`config.mk`:
```
export PLATFORM = sky130hd
export DESIGN_NAME = fuzzy_gain_lookup_flat
export DESIGN_NICKNAME = d
export VERILOG_FILES = /design/src/rtl/fgl_pkg.sv /design/src/rtl/fgl_if.sv /design/src/rtl/fuzzy_gain_lookup.sv /design/src/flat_wrapper.sv
export SDC_FILE = /design/constraint.sdc
export NUM_CORES = 1
export LEC_CHECK = 0
export ABC_AREA = 1
export BUFFER_PORTS_ARGS = -buffer_cell sky130_fd_sc_hd__buf_2
export CAP_MARGIN = 20
export CORE_MARGIN = 5
export CORE_UTILIZATION = 40
export CTS_CLUSTER_SIZE = 40
export DETAILED_ROUTE_END_ITERATION = 6
export GPL_TIMING_DRIVEN = 0
export PLACE_DENSITY = 0.69
export SLEW_MARGIN = 40
export SYNTH_ARGS = -nofsm -noshare
export SYNTH_HDL_FRONTEND = slang
export SYNTH_SLANG_ARGS = --single-unit
```
`constraint.sdc`:
```
create_clock -name i_clk -period 5.4 [get_ports i_clk]
set_input_delay 0.81 -clock i_clk [delete_from_list [all_inputs] [get_ports i_clk]]
set_output_delay 0.81 -clock i_clk [all_outputs]
set_load 0.03 [all_outputs]
```
`src/rtl/fgl_pkg.sv`:
```
`timescale 1ns / 1ps
// Package for the fuzzy gain lookup: field types, breakpoint constants
// and the 7 x 5 rule table in tenths. No dependencies.
package fgl_pkg;

    localparam int ERROR_POINTS  = 7;
    localparam int CHANGE_POINTS = 5;

    localparam int ERR_FIRST     = -12;
    localparam int ERR_STEP_LOG2 = 2;
    localparam int ERR_STEP      = 1 << ERR_STEP_LOG2;
    localparam int ERR_SPAN      = (ERROR_POINTS - 1) * ERR_STEP;
    localparam int CHG_FIRST     = -2;
    localparam int CHG_SPAN      = CHANGE_POINTS - 1;

    localparam int ROW_W   = $clog2(ERROR_POINTS);
    localparam int COL_W   = $clog2(CHANGE_POINTS);
    localparam int WEIGHT_W = ERR_STEP_LOG2 + 1;
    localparam int ENTRY_W = 5;

    typedef logic signed [7:0]   t_error;
    typedef logic signed [7:0]   t_error_change;
    typedef logic [6:0]          t_gain;
    typedef logic [ROW_W-1:0]    t_row;
    typedef logic [COL_W-1:0]    t_col;
    typedef logic [WEIGHT_W-1:0] t_weight;
    typedef logic [ENTRY_W-1:0]  t_entry;

    localparam t_entry GAIN_TABLE [ERROR_POINTS][CHANGE_POINTS] = '{
        '{5'd19, 5'd18, 5'd17, 5'd16, 5'd15},
        '{5'd14, 5'd13, 5'd12, 5'd10, 5'd9 },
        '{5'd12, 5'd10, 5'd8,  5'd7,  5'd6 },
        '{5'd5,  5'd5,  5'd4,  5'd4,  5'd4 },
        '{5'd6,  5'd7,  5'd8,  5'd10, 5'd12},
        '{5'd9,  5'd10, 5'd12, 5'd13, 5'd14},
        '{5'd15, 5'd16, 5'd17, 5'd18, 5'd19}
    };

    // Segment select on the first stage.
    typedef struct packed {
        t_row    row;
        t_col    col;
        t_weight weight;
    } t_segment;

endpackage

```
`src/rtl/fgl_if.sv`:
```
`timescale 1ns / 1ps
// Request and response channel interfaces for the fuzzy gain lookup.
// Depends on fgl_pkg.
interface fgl_req_if;
    logic                  valid;
    logic                  ready;
    fgl_pkg::t_error       error;
    fgl_pkg::t_error_change error_change;

    modport source (output valid, output error, output error_change, input ready);
    modport sink   (input valid, input error, input error_change, output ready);
endinterface

interface fgl_rsp_if;
    logic          valid;
    logic          ready;
    fgl_pkg::t_gain gain;

    modport source (output valid, output gain, input ready);
    modport sink   (input valid, input gain, output ready);
endinterface

```
`src/rtl/fuzzy_gain_lookup.sv`:
```
`timescale 1ns / 1ps
// Fuzzy gain lookup top level: two-stage pipeline from error and error
// change to an interpolated gain. Depends on fgl_pkg and fgl_if.sv.
//
// Usage:
//   i_req carries one request per handshake: a signed error and a signed
//   error change. o_rsp returns one gain per request, in units of 1/40,
//   in request order.
//   o_rsp.valid rises once the request has passed the segment register
//   r_seg and the response register r_gain. One request is taken every
//   cycle while o_rsp.ready is high; the rate is set by the two pipeline
//   registers, the segment select and the table read with the weighted sum.
//   The rule table is a constant array, read twice in the second stage.
//   When the receiver holds o_rsp.ready low the response register holds its
//   gain, the first stage fills, and i_req.ready then drops; it rises again
//   in the cycle the response is taken.
//   Reset clears both valid flags; the block is ready to accept a request
//   as soon as reset is released.
module fuzzy_gain_lookup (
    input  logic          i_clk,
    input  logic          i_rst_n,
    fgl_req_if.sink       i_req,
    fgl_rsp_if.source     o_rsp
);
    import fgl_pkg::*;

    logic              r_v1;
    t_segment          r_seg;
    logic              r_ov;
    t_gain             r_gain;
    logic              adv_out;
    logic              adv_in;
    t_segment          n_seg;
    t_gain             n_gain;
    logic signed [8:0] err_off;
    logic signed [8:0] chg_off;
    t_entry            lo_entry;
    t_entry            hi_entry;
    logic [7:0]        lo_prod;
    logic [7:0]        hi_prod;
    logic [8:0]        sum;

    assign adv_out     = !r_ov || o_rsp.ready;
    assign adv_in      = !r_v1 || adv_out;
    assign i_req.ready = adv_in;
    assign o_rsp.valid = r_ov;
    assign o_rsp.gain  = r_gain;

    // Pick row segment, error weight and change column.
    always_comb begin
        err_off = {i_req.error[7], i_req.error} - 9'(ERR_FIRST);
        chg_off = {i_req.error_change[7], i_req.error_change} - 9'(CHG_FIRST);
        if (err_off < 0) begin
            n_seg.row    = '0;
            n_seg.weight = t_weight'(ERR_STEP);
        end else if (err_off >= 9'(ERR_SPAN)) begin
            n_seg.row    = t_row'(ERROR_POINTS - 2);
            n_seg.weight = '0;
        end else begin
            n_seg.row    = t_row'(err_off[8:ERR_STEP_LOG2]);
            n_seg.weight = t_weight'(ERR_STEP)
                         - t_weight'({1'b0, err_off[ERR_STEP_LOG2-1:0]});
        end
        if (chg_off < 0) begin
            n_seg.col = '0;
        end else if (chg_off >= 9'(CHG_SPAN)) begin
            n_seg.col = t_col'(CHG_SPAN);
        end else begin
            n_seg.col = t_col'(chg_off[COL_W-1:0]);
        end
    end

    // Blend the two rows of the chosen column.
    always_comb begin
        lo_entry = GAIN_TABLE[r_seg.row][r_seg.col];
        hi_entry = GAIN_TABLE[r_seg.row + t_row'(1)][r_seg.col];
        lo_prod  = 8'(lo_entry) * 8'(r_seg.weight);
        hi_prod  = 8'(hi_entry) * 8'(t_weight'(ERR_STEP) - r_seg.weight);
        sum      = 9'(lo_prod) + 9'(hi_prod);
        n_gain   = sum[6:0];
    end

    always_ff @(posedge i_clk) begin
        if (!i_rst_n) begin
            r_v1 <= 1'b0;
            r_ov <= 1'b0;
        end else begin
            if (adv_in) begin
                r_v1 <= i_req.valid;
            end
            if (adv_out) begin
                r_ov <= r_v1;
            end
        end
    end

    always_ff @(posedge i_clk) begin
        if (adv_in && i_req.valid) begin
            r_seg <= n_seg;
        end
        if (adv_out && r_v1) begin
            r_gain <= n_gain;
        end
    end

endmodule
```
`src/flat_wrapper.sv`:
```
// flat-port wrapper written by rule: the top's interface ports become plain ports
module fuzzy_gain_lookup_flat import fgl_pkg::*;
  (i_clk, i_rst_n, i_req_valid, i_req_error, i_req_error_change, i_req_ready, o_rsp_valid, o_rsp_gain, o_rsp_ready);
  fgl_req_if i_req_i ();
  fgl_rsp_if o_rsp_i ();
  input  logic i_clk;
  input  logic i_rst_n;
  input wire logic [$bits(i_req_i.valid)-1:0] i_req_valid;
  input wire logic [$bits(i_req_i.error)-1:0] i_req_error;
  input wire logic [$bits(i_req_i.error_change)-1:0] i_req_error_change;
  output wire logic [$bits(i_req_i.ready)-1:0] i_req_ready;
  output wire logic [$bits(o_rsp_i.valid)-1:0] o_rsp_valid;
  output wire logic [$bits(o_rsp_i.gain)-1:0] o_rsp_gain;
  input wire logic [$bits(o_rsp_i.ready)-1:0] o_rsp_ready;
  assign i_req_i.valid = i_req_valid;
  assign i_req_i.error = i_req_error;
  assign i_req_i.error_change = i_req_error_change;
  assign i_req_ready = i_req_i.ready;
  assign o_rsp_valid = o_rsp_i.valid;
  assign o_rsp_gain = o_rsp_i.gain;
  assign o_rsp_i.ready = o_rsp_ready;
  fuzzy_gain_lookup u_core (.i_clk(i_clk), .i_rst_n(i_rst_n), .i_req(i_req_i), .o_rsp(o_rsp_i));
endmodule
```
; Yosys cells after proc, flatten, opt, wreduce, memory -nomap -nowiden
; Memories as Yosys holds them, arrays and structs flattened.
; Cells that the tools add are included.
[classes]
n_bitwise = 3
add_sub_neg = 6
n_lt_le_gt_ge = 7
n_reduce_logical = 8
multipliers = 2
muxes = 13
[ops]
columns = operator, n
row1 = $mux W25, 4
row2 = $bmux W5 S3, 2
row3 = $mux W5, 4
row4 = $lt A9 B1 Y1 const B, 2
row5 = $ge A4 B4 Y1 const B, 3
row6 = $not A3 Y4, 3
row7 = $ge A9 B4 Y1 const B, 1
row8 = $ge A9 B6 Y1 const B, 1
row9 = $mux W3, 3
row10 = $sub A8 B2 Y9 const B, 1
row11 = $sub A8 B5 Y9 const B, 1
row12 = $mul A5 B8 Y7, 1
row13 = $add A7 B7 Y7, 1
row14 = $mul A5 B3 Y7, 1
row15 = $reduce_or A2 Y1, 2
row16 = $sub A3 B3 Y4 const A, 1
row17 = $add A3 B1 Y3 const B, 1
row18 = $sub A3 B2 Y3 const A, 1
row19 = $logic_and A1 B1 Y1, 2
row20 = $logic_not A1 Y1, 2
row21 = $logic_or A1 B1 Y1, 2
[totals]
memories = 2
mem_bits_ro = 400
ff_bits = 18
in_bits = 20
[mem_list]
columns = name, words, width, read_ports, rd_ports_with_merged_regs, wr, line
row1 = (no name shown), 8, 25, 1, 0, 0, fuzzy_gain_lookup.sv:75  ; lo_entry = GAIN_TABLE[r_seg.row][r_seg.col];
row2 = (no name shown), 8, 25, 1, 0, 0, fuzzy_gain_lookup.sv:76  ; hi_entry = GAIN_TABLE[r_seg.row + t_row'(1)][r_seg.col];

; Depth between registers and ports, before layout
[logic_depth]
ltp_word = 10
mapped_depth = 33
ltp_nobuf = 33

; Worst setup path after synthesis
; Ideal clock, no wire load.
[synth_path]
path_type = reg2reg
start = register u_core.r_seg[6] in the netlist's numbering
end = register u_core.r_gain[6] (netlist: u_core.o_rsp.gain[6]) (data pin)
slack_ns = 0.144
required_ns = 5.147
arrival_time_ns = 5.003
setup_ns = 0.253
stages_incl_launch_ff = 26
path_cell_list = edfxtp_1 > inv_1 > ha_1 > ha_1 > o21ai_0 > nand2_1 > inv_1 > fa_1 > inv_1 > fa_1 > fa_1 > fa_1 > inv_1 > ha_1 > a21oi_1 > nand2_1 > nand2_1 > nand2_1 > xnor2_1 > inv_1 > nand2_1 > nand2_1 > nand2_1 > nand2_1 > nand2_1 > nand2_1
[synth_via]
elab_chain_len = 10
word_cells_on_any_way = 18
[synth_rtl]
columns = item, line
row1 = "start, declared", fuzzy_gain_lookup.sv:28  ; t_segment r_seg;
row2 = "start signal, assigned", fuzzy_gain_lookup.sv:99  ; r_seg <= n_seg;
row3 = $add A3 B1 Y3, fuzzy_gain_lookup.sv:76
row4 = $not A3 Y4 (implied by the code), fuzzy_gain_lookup.sv:76
row5 = $mem_v2 Z8 W25, -
row6 = $mux W25 (implied by the code) (2 in a row), fuzzy_gain_lookup.sv:76
row7 = $bmux W5 S3, fuzzy_gain_lookup.sv:76
row8 = $mux W5 (implied by the code) (2 in a row), fuzzy_gain_lookup.sv:76
row9 = $mul A5 B8 Y7, fuzzy_gain_lookup.sv:78  ; hi_prod = 8'(hi_entry) * 8'(t_weight'(ERR_STEP) - r_seg.weight);
row10 = $add A7 B7 Y7 *, fuzzy_gain_lookup.sv:79  ; sum = 9'(lo_prod) + 9'(hi_prod);
row11 = net u_core.sum[6], fuzzy_gain_lookup.sv:41  ; logic [8:0] sum;
row12 = "end signal, assigned", fuzzy_gain_lookup.sv:102  ; r_gain <= n_gain;
row13 = "end, declared", fuzzy_gain_lookup.sv:30  ; t_gain r_gain;
; The timed path passes the listed nets; every way through them passes the cells marked *. The select of a mux whose other input is x is not followed.
; A chain may end at the register's enable or synchronous reset.

; Worst setup path in the final report
; Same ends and word-level chain as after synthesis.

==> metrics.txt <==
post-synthesis sequential area ratio 19.3%; Slew headroom 54.0%; Synth Area in Compound Gates 9.77%; TritonCTS Buffers 3; RR Startpoint u_core.r_seg[6]$_SDFFCE_PN0P_; top post-synthesis cells by area edfxtp_1 18%, ha_1 14%, fa_1 14%; Detailed Routing Iterations Pass 1 4; ratio of cells with drive above 1 in the final layout 23.3%; post-synthesis average cell area 7.30 sq um; Net Switching 0.404 mW; Longest Clk Path Bufs 2; commonest cells after routing, fill and taps aside 66 x nand2_1, 65 x inv_1, 33 x nor2_1; HP Start u_core.r_v1$_SDFFE_PN0N_; Reg clk slew, reported paths 0.07 ns; status complete, but fails checks; vias in the first global route 2477; GP Congestion 0.924; worst skew pair latency 0.26 ns; post-DP HPWL 5060 microns; clk_skew 0.0102 ns; most common cell after layout, fill and taps aside nand2_1; Combinational Power Share 66.5%; fillers 680; WL/cell 13.1 microns; CP required 5.42 ns; internal power 0.509 mW; post-synthesis mux area share 0.370%; Unique masters post-synth 35; failing checks negative setup slack; Slew @ Worst Pin 0.690 ns; fmax 185 MHz; P_leak 1.63 nW; final setup vio count 1; HP Class reg2reg; clk root buf clkbuf_8; largest family of logic cells by synthesized area adder cells; GR Util All Layers 15.6%; Total Routed Length 6510 microns; clock network fraction of design power 11.9%; largest net degree at the start of global routing 11; worst vdd ir 0.197 mV; Final Util 49.1%; DRT antenna net count 0; fin crit share 100%; routed vias 2549; Final min period 5.42 ns; Vias/cell 5.14; Finished Layout Cells 496; first-pass GRT wire length 10900 microns; Core ar. 0.00668 sq mm; post-synthesis register bit count 18; area fraction of the dominant cell type after synthesis 17.8%; Final Power 0.912 mW; CP max-delay cell fa_1; total clock sinks 18; RSZ-0062 raised after global routing true; Sequential Power Share 21.6%; Sw Ratio 44.3%; final hold vios 0; post-synthesis cell area 0.00270 sq mm; largest stage delay on the critical path 0.54 ns; CP Class reg2reg; Critical Path End Type register; Synth area leader edfxtp_1; Ports 29; htree depth 1; Power Dens Cells 278 mW/mm^2; Mapped Nets 440; crit path launch u_core.r_seg[6]$_SDFFCE_PN0P_; critical path's most frequent cell nand2_1; Final #Nets 487; chip height 92.2 microns; simple-gate share of the synthesized area 26.4%; IO buf count 28; Synth Area in XOR/XNOR 3.56%; Die W 92.2 microns; initial antenna violation count 0; Synth Area in Adders 28.4%; Yosys Warn Count 0; fin. max-slew vios 0; die area 0.00850 sq mm; Layout area overhead 21.4%; Initial Util 40.4%; critical-path maximum fanout 8; Max Cap Violations 0; # diodes 0; Rows 30; CTS tree yes; final setup margin -0.0164 ns; cells after synthesis 370; GR Overflow Total 0; Residual DRC 0; Iteration-0 DRC Markers 161; critical path launch point type register; placed insts 478; Worst EP arrival 5.44 ns
[stage by stage]
step	area [sq um]	hold WS [ns]	setup TNS (ns)	setup slack, ns
after floorplan	2700	0.448	0	0.144
after global placement	2940	0.464	-0.718	-0.676
after detailed placement	2940	0.478	-0.763	-0.730
after CTS	3120	0.489	0	0.00135
after global routing	3280	0.513	-0.244	-0.244
final	3280	0.484	-0.0164	-0.0164
[repair_timing]
item,CTS,global route
pin swaps,6,29
gates resized for setup,18,31
hold buffers,0,0
endpoints found under the setup margin,2,1
setup buffers,7,7
[worst max-delay path: cells and delay by family, from the launching register on]
kind / cells / cell delay (ns)
compound gates: 2 / 0.27
xor+xnor: 1 / 0.18
fa+ha+maj: 6 / 2.38
buf+inv: 5 / 0.56
flops: 1 / 0.49
simple gates: 14 / 1.29
[routing by layer]
metal / part of all wire [%] / track usage (%)
met3: 4.3 / 1.15
met4: 2.0 / 4.58
met5: 0 / 0
met2: 49 / 28.3
met1: 44 / 19.6
[cells in the mapped netlist]
cell / n
o21ai_1: 1
nand2_1: 74
nor2_1: 36
dfxtp_1: 2
buf_6: 2
nand3_1: 26
nand2_2: 6
nor2_2: 1
xor2_1: 3
fa_1: 19
a211oi_1: 1
nand4_1: 4
inv_2: 3
o22ai_1: 2
clkbuf_1: 1
inv_1: 72
ha_1: 31
nor3_1: 2
mux2i_1: 1
clkinv_1: 1
and2_1: 4
o21ai_0: 21
a21oi_1: 14
inv_4: 2
o211ai_1: 4
o2111ai_1: 2
edfxtp_1: 16
nor4_1: 1
o311ai_1: 1
or2_1: 2
nand3b_1: 2
xnor2_1: 8
nand2_4: 3
o21a_1: 1
buf_2: 1
[power groups by stage]
stage / logic, mW / clock network, mW / registers, mW
floorplan: 0.348 / 0 / 0.230
global placement: 0.484 / 0 / 0.200
detailed placement: 0.495 / 0 / 0.201
CTS: 0.556 / 0.112 / 0.196
global route: 0.688 / 0.117 / 0.198
finish: 0.607 / 0.109 / 0.197
[final timing paths]
| check | endpoint | slack (ns) | depth (start not counted) |
|---|---|---|---|
| max | u_core.o_rsp.gain[6]$_DFFE_PP_ | -0.02 | 28 |
| min | u_core.o_rsp.valid$_SDFFE_PN0P_ | 0.48 | 2 |
| max reg2reg | u_core.o_rsp.gain[6]$_DFFE_PP_ | -0.02 | 28 |
| min reg2reg | u_core.o_rsp.valid$_SDFFE_PN0P_ | 0.48 | 2 |
[final cells by class]
class	count	area, sq um	share of cell area (%)
inverters	78	300	9.15
flip-flops and latches	18	520	15.9
repair buffers	42	260	7.93
plain buffers	4	31.3	0.953
multi-input cells	270	2010	61.4
clock buffers	4	55.1	1.68
well taps	80	100	3.05
[sequential cells by signal, summed over array words and instances (netlist names)]
signal,flops
u_core.o_rsp.gain,7
u_core.r_v1,1
u_core.r_seg,9
u_core.o_rsp.valid,1
[cell families after synthesis]
logic type / Yosys count
muxes: 1
AOI/OAI and AO/OA: 47
and+or+nand+nor: 161
buffers and inverters: 82
adders and majority gates: 50
xor gates and xnor gates: 11
DFF: 18
No activity file was read; power rests on OpenSTA's default activity.
